`src/sv/scanline_span_merge_macros.svh`:
```
// Assertion helpers for the span merge controller
`ifndef SCANLINE_SPAN_MERGE_MACROS_SVH
`define SCANLINE_SPAN_MERGE_MACROS_SVH

// fire implies cond in the same cycle
`define SSM_ASSERT_NOW(lbl, fire, cond, msg) \
    lbl: assert property (@(posedge clk) disable iff (!rst_n) (fire) |-> (cond)) \
        else $error(msg);

// fire implies cond in the following cycle
`define SSM_ASSERT_NEXT(lbl, fire, cond, msg) \
    lbl: assert property (@(posedge clk) disable iff (!rst_n) (fire) |=> (cond)) \
        else $error(msg);

`endif

```
`src/sv/ssm_pkg.sv`:
```
package ssm_pkg;

    localparam int START_W = 10;
    localparam int LEN_W   = 11;
    localparam int COL_W   = 12;
    localparam int CNT_W   = 7;
    localparam int ERR_W   = 3;
    localparam int POS_W   = 11;
    localparam int SUM_W   = 12;
    localparam int PROD_W  = 23;
    localparam int STEP_W  = 5;

    localparam logic [POS_W-1:0]  POS_LIMIT     = 11'd2047;
    localparam logic [CNT_W-1:0]  MAX_SEG_RESET = 7'd32;
    localparam logic [STEP_W-1:0] DIV_STEPS     = 5'd23;

    localparam logic [ERR_W-1:0] ST_OK         = 3'd0;
    localparam logic [ERR_W-1:0] ST_BEFORE     = 3'd1;
    localparam logic [ERR_W-1:0] ST_CLIP_START = 3'd2;
    localparam logic [ERR_W-1:0] ST_INSERT     = 3'd3;
    localparam logic [ERR_W-1:0] ST_CLIP_END   = 3'd4;
    localparam logic [ERR_W-1:0] ST_AFTER      = 3'd5;

    typedef enum logic [3:0] {
        PH_WAIT   = 4'b0001,
        PH_BEFORE = 4'b0010,
        PH_COVER  = 4'b0100,
        PH_AFTER  = 4'b1000
    } phase_t;

    typedef enum logic [2:0] {
        SLOT_PASS = 3'd0,
        SLOT_CLIP = 3'd1,
        SLOT_SPAN = 3'd2,
        SLOT_REST = 3'd3,
        SLOT_TAIL = 3'd4
    } slot_t;

    typedef struct packed {
        logic       load_span;
        logic       load_seg;
        logic       set_err;
        logic       lerp_start;
        logic [1:0] ch;
        logic       clip_store;
        logic       capture;
        logic       out_pend;
        logic       out_pend_last;
        logic       out_ovf;
        logic       finish;
        slot_t      slot;
    } cmd_t;

    typedef struct packed {
        logic phase_idle;
        logic slot_en;
        logic slot_clip;
        logic err_set;
        logic count_full;
        logic pend_valid;
        logic out_free;
        logic seg_last;
        logic lerp_busy;
        logic lerp_done;
    } sts_t;

endpackage

```
`src/sv/scanline_span_merge.sv`:
```
// Scanline span merge.
// Input channel (in_valid/in_stall): kind 0 loads a new span and opens a merge;
// kind 1 is an old segment of the scanline, list_end on the last one. Output
// channel (out_valid/out_stall): up to three result words per old segment, plus
// an overflow word with out_last at list end if the limit was hit.
// cfg_valid/cfg_ready writes max_out_segments; cfg_ready is always high.
// Each clipped end of an old segment needs three interpolations, one per
// colour channel, run one after another on the one shared shift-subtract
// divider.
// Reset clears the merge state and sets the limit to 32; segments are ignored
// until a span has been loaded.
// A stalled output holds its word; the block works on until its one pending word
// must be sent, then waits, and takes no new item until it has finished.
module scanline_span_merge
(
    input  logic                            clk,
    input  logic                            rst_n,
    input  logic                            in_valid,
    output logic                            in_stall,
    input  logic                            kind,
    input  logic [ssm_pkg::START_W-1:0]     start_req,
    input  logic [ssm_pkg::LEN_W-1:0]       length,
    input  logic [ssm_pkg::COL_W-1:0]       red_begin,
    input  logic [ssm_pkg::COL_W-1:0]       green_begin,
    input  logic [ssm_pkg::COL_W-1:0]       blue_begin,
    input  logic [ssm_pkg::COL_W-1:0]       red_end,
    input  logic [ssm_pkg::COL_W-1:0]       green_end,
    input  logic [ssm_pkg::COL_W-1:0]       blue_end,
    input  logic                            list_end,
    input  logic                            cfg_valid,
    output logic                            cfg_ready,
    input  logic [ssm_pkg::CNT_W-1:0]       max_out_segments,
    output logic                            out_valid,
    input  logic                            out_stall,
    output logic [ssm_pkg::LEN_W-1:0]       out_length,
    output logic [ssm_pkg::COL_W-1:0]       out_red_begin,
    output logic [ssm_pkg::COL_W-1:0]       out_green_begin,
    output logic [ssm_pkg::COL_W-1:0]       out_blue_begin,
    output logic [ssm_pkg::COL_W-1:0]       out_red_end,
    output logic [ssm_pkg::COL_W-1:0]       out_green_end,
    output logic [ssm_pkg::COL_W-1:0]       out_blue_end,
    output logic [ssm_pkg::ERR_W-1:0]       status,
    output logic                            out_last
);

    ssm_pkg::cmd_t cmd;
    ssm_pkg::sts_t sts;

    ssm_ctrl u_ctrl
    (
        .clk      (clk),
        .rst_n    (rst_n),
        .in_valid (in_valid),
        .kind     (kind),
        .in_stall (in_stall),
        .sts      (sts),
        .cmd      (cmd)
    );

    ssm_dp u_dp
    (
        .clk              (clk),
        .rst_n            (rst_n),
        .cmd              (cmd),
        .sts              (sts),
        .start_req        (start_req),
        .length           (length),
        .red_begin        (red_begin),
        .green_begin      (green_begin),
        .blue_begin       (blue_begin),
        .red_end          (red_end),
        .green_end        (green_end),
        .blue_end         (blue_end),
        .list_end         (list_end),
        .cfg_valid        (cfg_valid),
        .cfg_ready        (cfg_ready),
        .max_out_segments (max_out_segments),
        .out_valid        (out_valid),
        .out_stall        (out_stall),
        .out_length       (out_length),
        .out_red_begin    (out_red_begin),
        .out_green_begin  (out_green_begin),
        .out_blue_begin   (out_blue_begin),
        .out_red_end      (out_red_end),
        .out_green_end    (out_green_end),
        .out_blue_end     (out_blue_end),
        .status           (status),
        .out_last         (out_last)
    );

endmodule

```
`src/sv/ssm_lerp.sv`:
```
module ssm_lerp
(
    input  logic                          clk,
    input  logic                          rst_n,
    input  logic                          start,
    input  logic [ssm_pkg::COL_W-1:0]     a,
    input  logic [ssm_pkg::COL_W-1:0]     b,
    input  logic [ssm_pkg::LEN_W-1:0]     off,
    input  logic [ssm_pkg::LEN_W-1:0]     len,
    output logic                          busy,
    output logic                          done,
    output logic [ssm_pkg::COL_W-1:0]     result
);

    logic                           busy_reg, busy_next;
    logic [ssm_pkg::STEP_W-1:0]     cnt_reg, cnt_next;
    logic [ssm_pkg::PROD_W-1:0]     quo_reg, quo_next;
    logic [ssm_pkg::LEN_W-1:0]      rem_reg, rem_next;
    logic [ssm_pkg::LEN_W-1:0]      len_reg, len_next;
    logic [ssm_pkg::COL_W-1:0]      a_reg, a_next;
    logic                           neg_reg, neg_next;

    logic [ssm_pkg::COL_W:0]        diff;
    logic [ssm_pkg::COL_W-1:0]      mag;
    logic [ssm_pkg::LEN_W:0]        rem_t;
    logic                           ge;
    logic [ssm_pkg::COL_W-1:0]      q;

    always_comb
    begin
        diff = {1'b0, b} - {1'b0, a};
        mag  = diff[ssm_pkg::COL_W] ? ssm_pkg::COL_W'(-diff) : diff[ssm_pkg::COL_W-1:0];
        rem_t = {rem_reg, quo_reg[ssm_pkg::PROD_W-1]};
        ge    = rem_t >= {1'b0, len_reg};
        done  = busy_reg && (cnt_reg == '0);
        q     = quo_reg[ssm_pkg::COL_W-1:0];
        result = neg_reg ? (a_reg - q) : (a_reg + q);

        busy_next = busy_reg;
        cnt_next  = cnt_reg;
        quo_next  = quo_reg;
        rem_next  = rem_reg;
        len_next  = len_reg;
        a_next    = a_reg;
        neg_next  = neg_reg;
        if (start)
        begin
            busy_next = 1'b1;
            cnt_next  = ssm_pkg::DIV_STEPS;
            quo_next  = {{(ssm_pkg::PROD_W-ssm_pkg::COL_W){1'b0}}, mag}
                      * {{(ssm_pkg::PROD_W-ssm_pkg::LEN_W){1'b0}}, off};
            rem_next  = '0;
            len_next  = len;
            a_next    = a;
            neg_next  = diff[ssm_pkg::COL_W];
        end
        else if (done)
        begin
            busy_next = 1'b0;
        end
        else if (busy_reg)
        begin
            cnt_next = cnt_reg - 1'b1;
            rem_next = ge ? ssm_pkg::LEN_W'(rem_t - {1'b0, len_reg})
                          : rem_t[ssm_pkg::LEN_W-1:0];
            quo_next = {quo_reg[ssm_pkg::PROD_W-2:0], ge};
        end
    end

    assign busy = busy_reg;

    always_ff @(posedge clk or negedge rst_n)
    begin
        if (!rst_n)
        begin
            busy_reg <= 1'b0;
            cnt_reg  <= '0;
        end
        else
        begin
            busy_reg <= busy_next;
            cnt_reg  <= cnt_next;
        end
    end

    always_ff @(posedge clk)
    begin
        quo_reg <= quo_next;
        rem_reg <= rem_next;
        len_reg <= len_next;
        a_reg   <= a_next;
        neg_reg <= neg_next;
    end

endmodule

```
`src/sv/ssm_dp.sv`:
```
module ssm_dp
(
    input  logic                            clk,
    input  logic                            rst_n,
    input  ssm_pkg::cmd_t                   cmd,
    output ssm_pkg::sts_t                   sts,
    input  logic [ssm_pkg::START_W-1:0]     start_req,
    input  logic [ssm_pkg::LEN_W-1:0]       length,
    input  logic [ssm_pkg::COL_W-1:0]       red_begin,
    input  logic [ssm_pkg::COL_W-1:0]       green_begin,
    input  logic [ssm_pkg::COL_W-1:0]       blue_begin,
    input  logic [ssm_pkg::COL_W-1:0]       red_end,
    input  logic [ssm_pkg::COL_W-1:0]       green_end,
    input  logic [ssm_pkg::COL_W-1:0]       blue_end,
    input  logic                            list_end,
    input  logic                            cfg_valid,
    output logic                            cfg_ready,
    input  logic [ssm_pkg::CNT_W-1:0]       max_out_segments,
    output logic                            out_valid,
    input  logic                            out_stall,
    output logic [ssm_pkg::LEN_W-1:0]       out_length,
    output logic [ssm_pkg::COL_W-1:0]       out_red_begin,
    output logic [ssm_pkg::COL_W-1:0]       out_green_begin,
    output logic [ssm_pkg::COL_W-1:0]       out_blue_begin,
    output logic [ssm_pkg::COL_W-1:0]       out_red_end,
    output logic [ssm_pkg::COL_W-1:0]       out_green_end,
    output logic [ssm_pkg::COL_W-1:0]       out_blue_end,
    output logic [ssm_pkg::ERR_W-1:0]       status,
    output logic                            out_last
);

    logic [ssm_pkg::CNT_W-1:0]      max_reg;
    logic [ssm_pkg::START_W-1:0]    span_start_reg;
    logic [ssm_pkg::LEN_W-1:0]      span_len_reg;
    logic [ssm_pkg::COL_W-1:0]      span_col_reg [6];
    logic [ssm_pkg::POS_W-1:0]      pos_reg;
    logic [ssm_pkg::CNT_W-1:0]      count_reg;
    ssm_pkg::phase_t                phase_reg, phase_next;
    logic [ssm_pkg::ERR_W-1:0]      err_reg;
    logic                           pend_valid_reg;
    logic                           out_valid_reg;

    logic [ssm_pkg::LEN_W-1:0]      seg_len_reg;
    logic [ssm_pkg::COL_W-1:0]      seg_col_reg [6];
    logic                           seg_last_reg;
    logic [ssm_pkg::COL_W-1:0]      clip_reg [3];
    logic [ssm_pkg::LEN_W-1:0]      pend_len_reg;
    logic [ssm_pkg::COL_W-1:0]      pend_col_reg [6];
    logic [ssm_pkg::LEN_W-1:0]      out_len_reg;
    logic [ssm_pkg::COL_W-1:0]      out_col_reg [6];
    logic [ssm_pkg::ERR_W-1:0]      out_status_reg;
    logic                           out_last_reg;

    logic [ssm_pkg::COL_W-1:0]      in_col [6];
    logic [ssm_pkg::SUM_W-1:0]      pe1, se1, off_end, off_start;
    logic                           a_cond, p_lt_s, c_cond, p_le_se;
    logic                           ph1, ph2, ph3, ends;
    logic [ssm_pkg::POS_W-1:0]      pos_sat;
    logic                           slot_en, slot_clip;
    logic [ssm_pkg::ERR_W-1:0]      cand_stage;
    logic [ssm_pkg::LEN_W-1:0]      cand_len;
    logic [ssm_pkg::COL_W-1:0]      cand_col [6];
    logic [ssm_pkg::LEN_W-1:0]      lerp_off;
    logic                           lerp_busy, lerp_done;
    logic [ssm_pkg::COL_W-1:0]      lerp_res;
    logic                           out_free;

    assign in_col[0] = red_begin;
    assign in_col[1] = green_begin;
    assign in_col[2] = blue_begin;
    assign in_col[3] = red_end;
    assign in_col[4] = green_end;
    assign in_col[5] = blue_end;

    // positions kept off by one so that nothing goes negative
    always_comb
    begin
        pe1       = {1'b0, pos_reg} + {1'b0, seg_len_reg};
        se1       = {2'b0, span_start_reg} + {1'b0, span_len_reg};
        off_end   = se1 - {1'b0, pos_reg};
        off_start = {2'b0, span_start_reg} - {1'b0, pos_reg};
        a_cond    = (span_len_reg == '0) || (pe1 <= {2'b0, span_start_reg});
        p_lt_s    = {1'b0, pos_reg} < {2'b0, span_start_reg};
        p_le_se   = {1'b0, pos_reg} < se1;
        c_cond    = !(p_le_se && (pe1 <= se1));
        ph1       = phase_reg == ssm_pkg::PH_BEFORE;
        ph3       = phase_reg == ssm_pkg::PH_AFTER;
        ph2       = (phase_reg == ssm_pkg::PH_COVER) || (ph1 && !a_cond);
        ends      = ph2 && c_cond;
        pos_sat   = pe1[ssm_pkg::SUM_W-1] ? ssm_pkg::POS_LIMIT : pe1[ssm_pkg::POS_W-1:0];

        if (seg_last_reg)
            phase_next = ssm_pkg::PH_WAIT;
        else if (ends)
            phase_next = ssm_pkg::PH_AFTER;
        else if (ph2)
            phase_next = ssm_pkg::PH_COVER;
        else
            phase_next = phase_reg;
    end

    always_comb
    begin
        slot_en    = 1'b0;
        slot_clip  = 1'b0;
        cand_stage = ssm_pkg::ST_OK;
        cand_len   = seg_len_reg;
        cand_col   = seg_col_reg;
        case (cmd.slot)
            ssm_pkg::SLOT_PASS:
            begin
                slot_en    = ph1 && a_cond;
                cand_stage = ssm_pkg::ST_BEFORE;
            end
            ssm_pkg::SLOT_CLIP:
            begin
                slot_en     = ph1 && !a_cond && p_lt_s;
                slot_clip   = 1'b1;
                cand_stage  = ssm_pkg::ST_CLIP_START;
                cand_len    = off_start[ssm_pkg::LEN_W-1:0];
                cand_col[3] = clip_reg[0];
                cand_col[4] = clip_reg[1];
                cand_col[5] = clip_reg[2];
            end
            ssm_pkg::SLOT_SPAN:
            begin
                slot_en    = ends;
                cand_stage = ssm_pkg::ST_INSERT;
                cand_len   = span_len_reg;
                cand_col   = span_col_reg;
            end
            ssm_pkg::SLOT_REST:
            begin
                slot_en = ends || ph3;
                if (ends && p_le_se)
                begin
                    slot_clip   = 1'b1;
                    cand_stage  = ssm_pkg::ST_CLIP_END;
                    cand_len    = seg_len_reg - off_end[ssm_pkg::LEN_W-1:0];
                    cand_col[0] = clip_reg[0];
                    cand_col[1] = clip_reg[1];
                    cand_col[2] = clip_reg[2];
                end
                else
                begin
                    cand_stage = ssm_pkg::ST_AFTER;
                end
            end
            ssm_pkg::SLOT_TAIL:
            begin
                slot_en    = seg_last_reg && ((ph2 && !c_cond)
                             || (ph1 && a_cond && (span_len_reg != '0)));
                cand_stage = ssm_pkg::ST_INSERT;
                cand_len   = span_len_reg;
                cand_col   = span_col_reg;
            end
            default:
            begin
                slot_en = 1'b0;
            end
        endcase
        lerp_off = (cmd.slot == ssm_pkg::SLOT_CLIP) ? off_start[ssm_pkg::LEN_W-1:0]
                                                    : off_end[ssm_pkg::LEN_W-1:0];
    end

    ssm_lerp u_lerp
    (
        .clk    (clk),
        .rst_n  (rst_n),
        .start  (cmd.lerp_start),
        .a      (seg_col_reg[{1'b0, cmd.ch}]),
        .b      (seg_col_reg[3'd3 + {1'b0, cmd.ch}]),
        .off    (lerp_off),
        .len    (seg_len_reg),
        .busy   (lerp_busy),
        .done   (lerp_done),
        .result (lerp_res)
    );

    assign out_free  = !out_valid_reg || !out_stall;
    assign cfg_ready = 1'b1;

    always_comb
    begin
        sts.phase_idle = phase_reg == ssm_pkg::PH_WAIT;
        sts.slot_en    = slot_en;
        sts.slot_clip  = slot_clip;
        sts.err_set    = err_reg != ssm_pkg::ST_OK;
        sts.count_full = count_reg >= max_reg;
        sts.pend_valid = pend_valid_reg;
        sts.out_free   = out_free;
        sts.seg_last   = seg_last_reg;
        sts.lerp_busy  = lerp_busy;
        sts.lerp_done  = lerp_done;
    end

    always_ff @(posedge clk or negedge rst_n)
    begin
        if (!rst_n)
        begin
            max_reg        <= ssm_pkg::MAX_SEG_RESET;
            span_start_reg <= '0;
            span_len_reg   <= '0;
            span_col_reg   <= '{default: '0};
            pos_reg        <= '0;
            count_reg      <= '0;
            phase_reg      <= ssm_pkg::PH_WAIT;
            err_reg        <= ssm_pkg::ST_OK;
            pend_valid_reg <= 1'b0;
            out_valid_reg  <= 1'b0;
        end
        else
        begin
            if (cfg_valid && cfg_ready)
                max_reg <= max_out_segments;
            if (cmd.load_span)
            begin
                span_start_reg <= start_req;
                span_len_reg   <= length;
                span_col_reg   <= in_col;
                pos_reg        <= '0;
                count_reg      <= '0;
                err_reg        <= ssm_pkg::ST_OK;
                phase_reg      <= ssm_pkg::PH_BEFORE;
            end
            if (cmd.set_err)
                err_reg <= cand_stage;
            if (cmd.capture)
                count_reg <= count_reg + 1'b1;
            if (cmd.finish)
            begin
                phase_reg <= phase_next;
                if (seg_last_reg)
                begin
                    pos_reg   <= '0;
                    count_reg <= '0;
                    err_reg   <= ssm_pkg::ST_OK;
                end
                else
                begin
                    pos_reg <= pos_sat;
                end
            end
            if (cmd.capture)
                pend_valid_reg <= 1'b1;
            else if (cmd.out_pend)
                pend_valid_reg <= 1'b0;
            if (cmd.out_pend || cmd.out_ovf)
                out_valid_reg <= 1'b1;
            else if (!out_stall)
                out_valid_reg <= 1'b0;
        end
    end

    always_ff @(posedge clk)
    begin
        if (cmd.load_seg)
        begin
            seg_len_reg  <= length;
            seg_col_reg  <= in_col;
            seg_last_reg <= list_end;
        end
        if (cmd.clip_store)
            clip_reg[cmd.ch] <= lerp_res;
        if (cmd.capture)
        begin
            pend_len_reg <= cand_len;
            pend_col_reg <= cand_col;
        end
        if (cmd.out_pend)
        begin
            out_len_reg    <= pend_len_reg;
            out_col_reg    <= pend_col_reg;
            out_status_reg <= ssm_pkg::ST_OK;
            out_last_reg   <= cmd.out_pend_last;
        end
        else if (cmd.out_ovf)
        begin
            out_len_reg    <= '0;
            out_col_reg    <= '{default: '0};
            out_status_reg <= err_reg;
            out_last_reg   <= 1'b1;
        end
    end

    assign out_valid       = out_valid_reg;
    assign out_length      = out_len_reg;
    assign out_red_begin   = out_col_reg[0];
    assign out_green_begin = out_col_reg[1];
    assign out_blue_begin  = out_col_reg[2];
    assign out_red_end     = out_col_reg[3];
    assign out_green_end   = out_col_reg[4];
    assign out_blue_end    = out_col_reg[5];
    assign status          = out_status_reg;
    assign out_last        = out_last_reg;

endmodule

```
`src/sv/ssm_ctrl.sv`:
```
`include "scanline_span_merge_macros.svh"

module ssm_ctrl
(
    input  logic            clk,
    input  logic            rst_n,
    input  logic            in_valid,
    input  logic            kind,
    output logic            in_stall,
    input  ssm_pkg::sts_t   sts,
    output ssm_pkg::cmd_t   cmd
);

    typedef enum logic [7:0] {
        S_IDLE   = 8'b0000_0001,
        S_SLOT   = 8'b0000_0010,
        S_LSTART = 8'b0000_0100,
        S_DIV    = 8'b0000_1000,
        S_CAPT   = 8'b0001_0000,
        S_END    = 8'b0010_0000,
        S_OVF    = 8'b0100_0000,
        S_FIN    = 8'b1000_0000
    } state_t;

    state_t         state_reg, state_next;
    ssm_pkg::slot_t slot_reg, slot_next, slot_inc;
    logic [1:0]     ch_reg, ch_next;
    logic           adv;

    always_comb
    begin
        case (slot_reg)
            ssm_pkg::SLOT_PASS: slot_inc = ssm_pkg::SLOT_CLIP;
            ssm_pkg::SLOT_CLIP: slot_inc = ssm_pkg::SLOT_SPAN;
            ssm_pkg::SLOT_SPAN: slot_inc = ssm_pkg::SLOT_REST;
            ssm_pkg::SLOT_REST: slot_inc = ssm_pkg::SLOT_TAIL;
            default:            slot_inc = ssm_pkg::SLOT_TAIL;
        endcase
    end

    always_comb
    begin
        cmd        = '0;
        cmd.slot   = slot_reg;
        cmd.ch     = ch_reg;
        in_stall   = 1'b1;
        state_next = state_reg;
        slot_next  = slot_reg;
        ch_next    = ch_reg;
        adv        = 1'b0;
        case (state_reg)
            S_IDLE:
            begin
                in_stall = 1'b0;
                if (in_valid)
                begin
                    if (!kind)
                    begin
                        cmd.load_span = 1'b1;
                    end
                    else
                    begin
                        cmd.load_seg = 1'b1;
                        if (!sts.phase_idle)
                        begin
                            slot_next  = ssm_pkg::SLOT_PASS;
                            state_next = S_SLOT;
                        end
                    end
                end
            end
            S_SLOT:
            begin
                if (!sts.slot_en || sts.err_set)
                begin
                    adv = 1'b1;
                end
                else if (sts.count_full)
                begin
                    cmd.set_err = 1'b1;
                    adv         = 1'b1;
                end
                else if (sts.slot_clip)
                begin
                    ch_next    = 2'd0;
                    state_next = S_LSTART;
                end
                else
                begin
                    state_next = S_CAPT;
                end
            end
            S_LSTART:
            begin
                cmd.lerp_start = 1'b1;
                state_next     = S_DIV;
            end
            S_DIV:
            begin
                if (sts.lerp_done)
                begin
                    cmd.clip_store = 1'b1;
                    if (ch_reg == 2'd2)
                    begin
                        state_next = S_CAPT;
                    end
                    else
                    begin
                        ch_next    = ch_reg + 1'b1;
                        state_next = S_LSTART;
                    end
                end
            end
            S_CAPT:
            begin
                if (!sts.pend_valid || sts.out_free)
                begin
                    cmd.out_pend = sts.pend_valid;
                    cmd.capture  = 1'b1;
                    adv          = 1'b1;
                end
            end
            S_END:
            begin
                if (!sts.pend_valid || sts.out_free)
                begin
                    cmd.out_pend      = sts.pend_valid;
                    cmd.out_pend_last = sts.seg_last && !sts.err_set;
                    state_next        = (sts.seg_last && sts.err_set) ? S_OVF : S_FIN;
                end
            end
            S_OVF:
            begin
                if (sts.out_free)
                begin
                    cmd.out_ovf = 1'b1;
                    state_next  = S_FIN;
                end
            end
            S_FIN:
            begin
                cmd.finish = 1'b1;
                state_next = S_IDLE;
            end
            default:
            begin
                state_next = S_IDLE;
            end
        endcase
        if (adv)
        begin
            if (slot_reg == ssm_pkg::SLOT_TAIL)
                state_next = S_END;
            else
            begin
                slot_next  = slot_inc;
                state_next = S_SLOT;
            end
        end
    end

    always_ff @(posedge clk or negedge rst_n)
    begin
        if (!rst_n)
        begin
            state_reg <= S_IDLE;
            slot_reg  <= ssm_pkg::SLOT_PASS;
            ch_reg    <= 2'd0;
        end
        else
        begin
            state_reg <= state_next;
            slot_reg  <= slot_next;
            ch_reg    <= ch_next;
        end
    end

    `SSM_ASSERT_NOW(a_out_load_free, cmd.out_pend || cmd.out_ovf, sts.out_free, "output word overwritten while held")
    `SSM_ASSERT_NOW(a_lerp_idle, cmd.lerp_start, !sts.lerp_busy, "interpolator started while busy")
    `SSM_ASSERT_NOW(a_capture_room, cmd.capture, !sts.pend_valid || cmd.out_pend, "pending word lost")
    `SSM_ASSERT_NEXT(a_finish_ready, cmd.finish, !in_stall, "not ready after item finished")

endmodule

```
`config.mk`:
```
export PLATFORM = sky130hd
export DESIGN_NAME = scanline_span_merge
export DESIGN_NICKNAME = d
export VERILOG_FILES = /design/src/sv/ssm_pkg.sv /design/src/sv/scanline_span_merge.sv /design/src/sv/ssm_lerp.sv /design/src/sv/ssm_dp.sv /design/src/sv/ssm_ctrl.sv
export VERILOG_INCLUDE_DIRS = /design/src /design/src/sv
export SDC_FILE = /design/constraint.sdc
export NUM_CORES = 1
export LEC_CHECK = 0
export ABC_AREA = 1
export BUFFER_PORTS_ARGS = -buffer_cell sky130_fd_sc_hd__buf_2
export CAP_MARGIN = 25
export CORE_UTILIZATION = 45
export DETAILED_ROUTE_END_ITERATION = 8
export SLEW_MARGIN = 20
export SYNTH_ARGS = -nofsm -noshare
export SYNTH_HDL_FRONTEND = slang
export SYNTH_HIERARCHICAL = 1
export SYNTH_SLANG_ARGS = --single-unit
```
`constraint.sdc`:
```
create_clock -name clk -period 11.83 [get_ports clk]
set_input_delay 1.183 -clock clk [delete_from_list [all_inputs] [get_ports clk]]
set_output_delay 1.183 -clock clk [all_outputs]
set_load 0.005 [all_outputs]
```
==> results of run 1 <==
==> per-stage QoR <==
stage | setup WS, ps | area [µm²] | std cells
global route | 864 | 34300 | 4561
CTS | 1910 | 34300 | 4560
finish | 1670 | 34300 | 4561
detailed placement | 1960 | 32500 | 4459
global placement | 2000 | 32400 | 4454
floorplan | 3710 | 30600 | 3471
==> worst reg2reg max path, delay by kind of cell, from the launching register on <==
family | cells | cell delay, ps
flip-flops | 1 | 970
buffers and inverters | 8 | 1180
AND/OR/NAND/NOR | 16 | 2580
adder cells (fa/ha/maj) | 9 | 3960
AO/OA/AOI/OAI | 5 | 1210
==> how the worst max path moves through the flow <==
stage | start | end | slack, ps | cells after the start
2_1_floorplan | u_ctrl/ch_reg[0] | u_dp/u_lerp/quo_reg[17] | 3710 | 43
3_3_place_gp | u_ctrl/ch_reg[0] | u_dp/u_lerp/quo_reg[17] | 2000 | 40
3_5_place_dp | u_ctrl/ch_reg[0] | u_dp/u_lerp/quo_reg[16] | 1960 | 39
4_1_cts | u_ctrl/ch_reg[0] | u_dp/u_lerp/quo_reg[15] | 1910 | 38
5_1_grt | u_ctrl/ch_reg[0] | u_dp/u_lerp/quo_reg[15] | 860 | 38
6_report | u_ctrl/ch_reg[0] | u_dp/u_lerp/quo_reg[15] | 1670 | 38
==> final cells by class <==
cell class / count / area (µm²) / share of cell area [%]
multi-input cells: 2312 / 14100 / 41.1
clock inverters: 39 / 444 / 1.29
repair buffers: 220 / 1170 / 3.42
clock buffers: 62 / 1420 / 4.14
well taps: 873 / 1090 / 3.18
flip-flops and latches: 494 / 14000 / 40.7
inverters: 561 / 2120 / 6.16
==> per-layer routing <==
metal	vias to the layer above	GRT usage [%]
met3	157	2.73
met4	0	9.70
met1	11700	32.8
met5	-	0
met2	770	44.8
li1	11700	-
==> placed cells by master (no fill, tap or decap), types with 132 or more instances in the layout <==
cell type and n:
edfxtp_1 334, nand2_1 799, o21ai_0 306, a21oi_1 178
dfrtp_1 142, inv_1 532, nand3_1 132, ha_1 196
nor2_1 247, buf_2 195
==> run metrics, run 1 <==
pin count of the biggest net entering global routing 89; die height around 260 µm; CP dominant cell by count nand2_1; RD Place Congestion between 0.9 and 1; Syn-to-layout area delta 12.2%; Top Layer Used met4; Hold Path Class flip-flop to flip-flop; DRT Pass-1 Iters 6; Crit path max-delay family adder cells; DRT iter0 DRCs between 1500 and 2000; DRC Markers 0; Synthesized Nets 3871; critical path peak fanout 64; Core Area 67300 µm²; relative slew slack 28.2%; max cap viols 0; GR Overflow Total 0; Num CTS Buffers 54; ANT nets after route 0; Worst R2R Path Depth 38; unrepaired setup endpoints after global routing no; Worst-path clk slew 60 ps; skew final 33.2 ps; # port buffers 195; Worst Min Path Start u_dp/status[2]; final design utilization 51.1%; Tcrit/Tclk final 85.9%; CP bufs+invs 8; final hold violations 0; htree depth 2; layout cells sized above 1 11.0%; drt total wl 88300 µm; Mapped Area 30600 µm²; Final setup viols 0; Fin Hold WS 469 ps; die area between 60000 and 70000 µm²; Slew Viols, Final 0; reg-to-reg startpoint u_ctrl/ch_reg[0]; antenna violations before repair 1; Hold Path Stages 2; I/O pin count 197; via count 24400; critical path's slowest cell dfrtp_2; Hold Buf Count CTS 0; final-stage net count 4043; initial core utilization ~45%; met3 WL between 4000 and 5000 µm; hold path endpoint u_dp/status[2]; Worst EP arrival 10510 ps; Mapped Cells 3471; Syn Area/Cell 8.82 µm²; DR WL/cell around 19 µm; Layout fillers 6388; worst skew pair latency 630 ps; Sinks on Clock Net ~500; fmax 0.0984 GHz; M1 WL 37100 µm; CTS tree done; yosys warns 6; Setup Buffers After CTS 0; Post-CTS Resized 0; R2R Setup Slk 1670 ps; global-route usage over all layers 25.7%; Via density around 5.3; Root Buffer clkbuf_16; dpl hpwl 66900 µm; end of the worst register-to-register path u_dp/u_lerp/quo_reg[15]; antenna diode count 0; final worst path period need 10160 ps; CP startpoint kind flip-flop; Die W 263 µm; CTS Buffer Depth 3; FP Rows 95; WL met2 43300 µm; global-route wire length before repair 136000 µm; vias in the first global route 23600; setup TNS 0 ps; Crit. End Element flip-flop; CP max stage delay about 970 ps; status complete, no violations; Setup CP Type flip-flop to flip-flop; Slew @ Worst Pin 1080 ps; Critical Path RT 12180 ps
Power of run 1 is not shown: default switching activity piles up to over one toggle a cycle in this logic, so the estimate is an artifact.
==> run 2, diff against run 1 <==
--- a/config.mk
+++ b/config.mk
@@ -14,5 +14,4 @@
 export SLEW_MARGIN = 20
 export SYNTH_ARGS = -nofsm -noshare
 export SYNTH_HDL_FRONTEND = slang
-export SYNTH_HIERARCHICAL = 1
 export SYNTH_SLANG_ARGS = --single-unit
==> run 2 against run 1 <==
  * Clock skew down 7.8 ps
  * First-iteration DRC count grew 7.9%
  * Synthesized cell count fell by 4.6%
  * Largest cell class is now registers
==> run metrics, run 2 <==
status complete, no violations; CP startpoint kind flip-flop; Seq/Total Area, Yosys 46.5%; die area 67800 µm² (-1.8%); initial core utilization 45.6% (+0.13 points); Slew Viols, Final 0 (unchanged); Critical Path RT 12190 ps (about the same); Post-CTS Resized 0 (unchanged); Crit. End Element flip-flop; yosys warns 0 (-6); dominant cell type by area after synthesis edfxtp_1; Hold Buf Count CTS 0 (unchanged); Main synth FF type edfxtp_1; htree depth 2 (unchanged); Syn-to-layout area delta 12.4%; Setup Buffers After CTS 0 (unchanged); DR WL/cell 19.1 µm (-1.2%); Synth cell types 70; skew final 25.4 ps (-7.76 ps); area share of the largest cell type after synthesis roughly 33%; setup TNS 0 ps (unchanged); CP max stage delay 950 ps (-20 ps); Sinks on Clock Net 494 (unchanged); Commonest cells post-synth 796 x nand2_1, 525 x inv_1, 334 x edfxtp_1; vias in the first global route 21700 (-7.8%); dpl hpwl 63100 µm (-5.7%); Setup CP Type flip-flop to flip-flop; Layout fillers 6178 (-3.3%); CP bufs+invs 7 (-1); worst skew pair latency 620 ps (about the same); via count 23200 (-4.7%); top cells by area, synth edfxtp_1 33%, dfrtp_1 12%, nand2_1 9.9%, ha_1 8.1%, inv_1 6.6%; Synthesized Nets 3711 (-4.1%); GR Overflow Total 0 (unchanged); Post-synth ARST share 29.6%; number of synthesized flops with an enable pin 334; R2R Setup Slk 1500 ps (-170 ps); final worst path period need 10330 ps (+175 ps); DRT iter0 DRCs 2010 (+7.9%); Syn Area/Cell 9.07 µm² (+2.9%); Placed Cells 4301 (-3.5%); Fin Hold WS 471 ps (+1.56 ps); drt total wl 84200 µm (-4.6%); most frequent cell after synthesis nand2_1; # port buffers 195 (unchanged); Root Buffer clkbuf_16; Seq cells post-synth ~490; max cap viols 0 (unchanged); final hold violations 0 (unchanged); final-stage net count 3893 (-3.7%); commonest non-fill, non-tap cell in the layout nand2_1; fin area 33800 µm² (-1.7%); layout cells sized above 1 12.0% (+0.97 points); Tcrit/Tclk final 87.4% (+1.5 points); Worst-path clk slew 60 ps (about the same); CTS Buffer Depth 3 (unchanged); unrepaired setup endpoints after global routing no; ANT nets after route 0 (unchanged); antenna diode count 0 (unchanged); DRT Pass-1 Iters 7 (+1); Num CTS Buffers 55 (+1.9%); CP dominant cell by count nand2_1; CTS tree done; antenna violations before repair 3 (+2); Mapped Cells 3313 (-4.6%); critical path peak fanout 26 (-59%); critical path's slowest cell ha_1; Mapped Area 30000 µm² (-1.8%); Via density 5.28 (-1.3%); I/O pin count 197 (unchanged); Worst EP arrival 10690 ps (+180 ps); global-route wire length before repair 128000 µm (-6.5%); pin count of the biggest net entering global routing 85 (-4.5%); DRC Markers 0 (unchanged); FP Rows 94 (-1.1%); global-route usage over all layers 24.7% (-0.94 points); relative slew slack 29.7% (+1.5 points); Final setup viols 0 (unchanged); RD Place Congestion 0.951 (+1.2%); placed instance area 31900 µm² (-1.7%); Die W 260 µm (-0.91%); Hold Path Class flip-flop to flip-flop; post-route insts no fill 4405 (-3.4%); fmax 0.0968 GHz (-1.7%); die height 260 µm (-0.91%); Core Area 65900 µm² (-2.1%); most frequent cells in the layout 794 x nand2_1, 525 x inv_1, 334 x edfxtp_1; Crit path max-delay family adder cells; Slew @ Worst Pin 1040 ps (-32.1 ps)
[run 2: final timing paths]
path / from / endpoint / cells past startpoint
max reg2reg: u_ctrl.ch_reg[1] / u_dp.u_lerp.quo_reg[17] / 42
max: u_ctrl.ch_reg[1] / u_dp.u_lerp.quo_reg[17] / 42
max in group asynchronous: rst_n / u_dp.span_start_reg[1] / 2
min in group asynchronous: rst_n / u_dp.count_reg[0] / 1
min reg2reg: u_dp.span_col_reg[9] / u_dp.span_col_reg[9] / 2
min: u_dp.span_col_reg[9] / u_dp.span_col_reg[9] / 2
[run 2: stage by stage]
stage / setup slack [ps] / util (%)
finish: 1500 / 51.3
floorplan: 3150 / -
global placement: 2020 / 48.4
global route: 617 / 51.3
CTS: 1620 / 51.2
detailed placement: 1670 / 48.5
[run 2: cells by family (layout without fill, tap and decap cells)]
group / after synthesis / count (layout) / synth area share (%)
adders and majority gates: 291 / 291 / 14.5
AOI/OAI and AO/OA: 533 / 533 / 10.7
muxes: 1 / 1 / 0.0375
other: 1 / 1 / 0.0125
buffers and inverters: 643 / 871 / 8.24
DFF: 494 / 494 / 46.5
and+or+nand+nor: 1265 / 1265 / 17.3
xor gates and xnor gates: 85 / 85 / 2.69
[run 2: cell type report]
| type | instances | area, µm² | area share, % |
|---|---|---|---|
| clock inverters | 30 | 303 | 0.896 |
| repair buffers | 219 | 1200 | 3.56 |
| inverters | 549 | 2060 | 6.10 |
| multi-input cells | 2176 | 13600 | 40.4 |
| clock buffers | 73 | 1530 | 4.52 |
| well taps | 864 | 1080 | 3.20 |
| flip-flops and latches | 494 | 14000 | 41.4 |
[run 2: layer usage]
metal / GRT usage, % / routed length (µm)
met5: 0 / 46
met4: 6.94 / 2160
met3: 4.15 / 6670
met2: 38.4 / 37800
met1: 35.6 / 37500
[run 2: worst reg2reg max path, delay by kind of cell, from the launching register on]
kind / cells / cell delay, ps
xor gates and xnor gates: 1 / 700
and+or+nand+nor: 16 / 2190
DFF: 1 / 490
adders and majority gates: 9 / 4270
AOI/OAI and AO/OA: 9 / 1400
buffers and inverters: 7 / 1030
Power of run 2 is left out for the same reason.
==> run 3, diff against run 2 <==
--- a/config.mk
+++ b/config.mk
@@ -9,9 +9,12 @@
 export ABC_AREA = 1
 export BUFFER_PORTS_ARGS = -buffer_cell sky130_fd_sc_hd__buf_2
 export CAP_MARGIN = 25
+export CORE_ASPECT_RATIO = 0.7
 export CORE_UTILIZATION = 45
+export CTS_BUF_LIST = sky130_fd_sc_hd__clkbuf_4
 export DETAILED_ROUTE_END_ITERATION = 8
 export SLEW_MARGIN = 20
 export SYNTH_ARGS = -nofsm -noshare
 export SYNTH_HDL_FRONTEND = slang
+export SYNTH_HIERARCHICAL = 1
 export SYNTH_SLANG_ARGS = --single-unit
==> run 3 against run 2 <==
  * Utilization down 0.33 points
  * Maximum frequency up 1.1%
  * Clock-buffer cell count up 101
  * Cell count up 6.7%
  * Routed wire length up 6.1%
  * Sequential share of layout area down 0.33 points
  * Critical path depth down 3
  * Critical path type unchanged
  * Critical endpoint is now u_dp/u_lerp/quo_reg[14]
==> run metrics, run 3 (synthesized netlist as in run 1, its figures left out) <==
vias in the first global route 23000 (+6.0%); CP bufs+invs 12 (+5); CP max stage delay 820 ps (-130 ps); final hold violations 0 (unchanged); worst skew pair latency 920 ps (+300 ps); DR WL/cell 19.0 µm (-0.61%); Slew @ Worst Pin 1070 ps (+25.9 ps); Setup Buffers After CTS 0 (unchanged); critical path's slowest cell ha_1; layout cells sized above 1 13.3% (+1.3 points); GR Overflow Total 0 (unchanged); Post-CTS Resized 0 (unchanged); Syn-to-layout area delta 11.3%; setup TNS 0 ps (unchanged); unrepaired setup endpoints after global routing no; global-route wire length before repair 137000 µm (+7.3%); commonest non-fill, non-tap cell in the layout nand2_1; Hold Path Class input port to asynchronous set/reset pin; Critical Path RT 12450 ps (+260 ps); antenna violations before repair 3 (unchanged); CP startpoint kind flip-flop; die height 220 µm (-15%); Setup CP Type flip-flop to flip-flop; Crit path max-delay family adder cells; Sinks on Clock Net 494 (unchanged); Hold Buf Count CTS 0 (unchanged); critical path peak fanout 64 (+150%); fmax 0.0979 GHz (+1.1%); Core Area 66800 µm² (+1.5%); fin area 34000 µm² (+0.80%); Worst-path clk slew 70 ps (about the same); ANT nets after route 0 (unchanged); DRC Markers 0 (unchanged); pin count of the biggest net entering global routing 102 (+20%); htree depth 3 (+1); Worst EP arrival 10840 ps (+150 ps); CP dominant cell by count inv_1; Num CTS Buffers 117 (+110%); global-route usage over all layers 26.1% (+1.4 points); placed instance area 32500 µm² (+1.7%); DRT Pass-1 Iters 6 (-1); CTS tree done; I/O pin count 197 (unchanged); Tcrit/Tclk final 86.4% (-0.97 points); final design utilization 51.0% (-0.33 points); # port buffers 195 (unchanged); max cap viols 0 (unchanged); Slew Viols, Final 0 (unchanged); Die W 314 µm (+20%); Final setup viols 0 (unchanged); via count 24600 (+5.8%); skew final 57.7 ps (+32.3 ps); final worst path period need 10220 ps (-115 ps); die area 69100 µm² (+1.9%); most frequent cells in the layout 799 x nand2_1, 531 x inv_1, 334 x edfxtp_1; drt total wl 89300 µm (+6.1%); DRT iter0 DRCs 2267 (+13%); FP Rows 79 (-16%); initial core utilization 45.8% (+0.18 points); Via density 5.23 (-0.83%); RD Place Congestion 0.936 (-1.6%); status complete, no violations; CTS Buffer Depth 3 (unchanged); final-stage net count 4104 (+5.4%); dpl hpwl 66800 µm (+5.8%); Crit. End Element flip-flop; Root Buffer clkbuf_4; relative slew slack 28.6% (-1.1 points)
run 3: metal layers:
metal	GRT usage (%)	part of all wire [%]	up-vias
met5	0	0	-
met4	6.68	1.8	0
met3	4.01	7.1	97
met2	39.7	44	910
met1	38.9	48	11700
li1	-	-	11900
run 3: cell type report:
cell class                 instances  area (µm²)
antenna                            4        10.0
clock buffer                     174        1310
clock inverter                    47         255
fill                            6521       32800
inverter                         561        2110
multi-input combinational       2312       14100
sequential                       494       14000
tap                              891        1110
timing repair buffer             218        1150
run 3: per-stage QoR:
step | hold WS, ps | cells | setup slack [ps]
CTS | 104 | 4696 | 1740
global route | 189 | 4699 | 855
global placement | 455 | 4475 | 2010
floorplan | 442 | 3471 | 3710
finish | 217 | 4701 | 1610
detailed placement | 457 | 4475 | 1770
run 3: path summary, 6_finish.rpt:
| path | slack, ps | cells past startpoint | end | from |
|---|---|---|---|---|
| worst max-delay path | 1610 | 39 | u_dp/u_lerp/quo_reg[14] | u_ctrl/ch_reg[0] |
| worst min-delay path | 220 | 1 | u_dp/span_start_reg[2] | rst_n |
| worst max register to register | 1610 | 39 | u_dp/u_lerp/quo_reg[14] | u_ctrl/ch_reg[0] |
| worst min register to register | 470 | 2 | u_dp/status[2] | u_dp/status[2] |
| max in group asynchronous | 9610 | 3 | u_dp/count_reg[3] | rst_n |
| min in group clk | 450 | 1 | u_dp/seg_len_reg[8] | length[8] |
Power of run 3 is left out for the same reason.
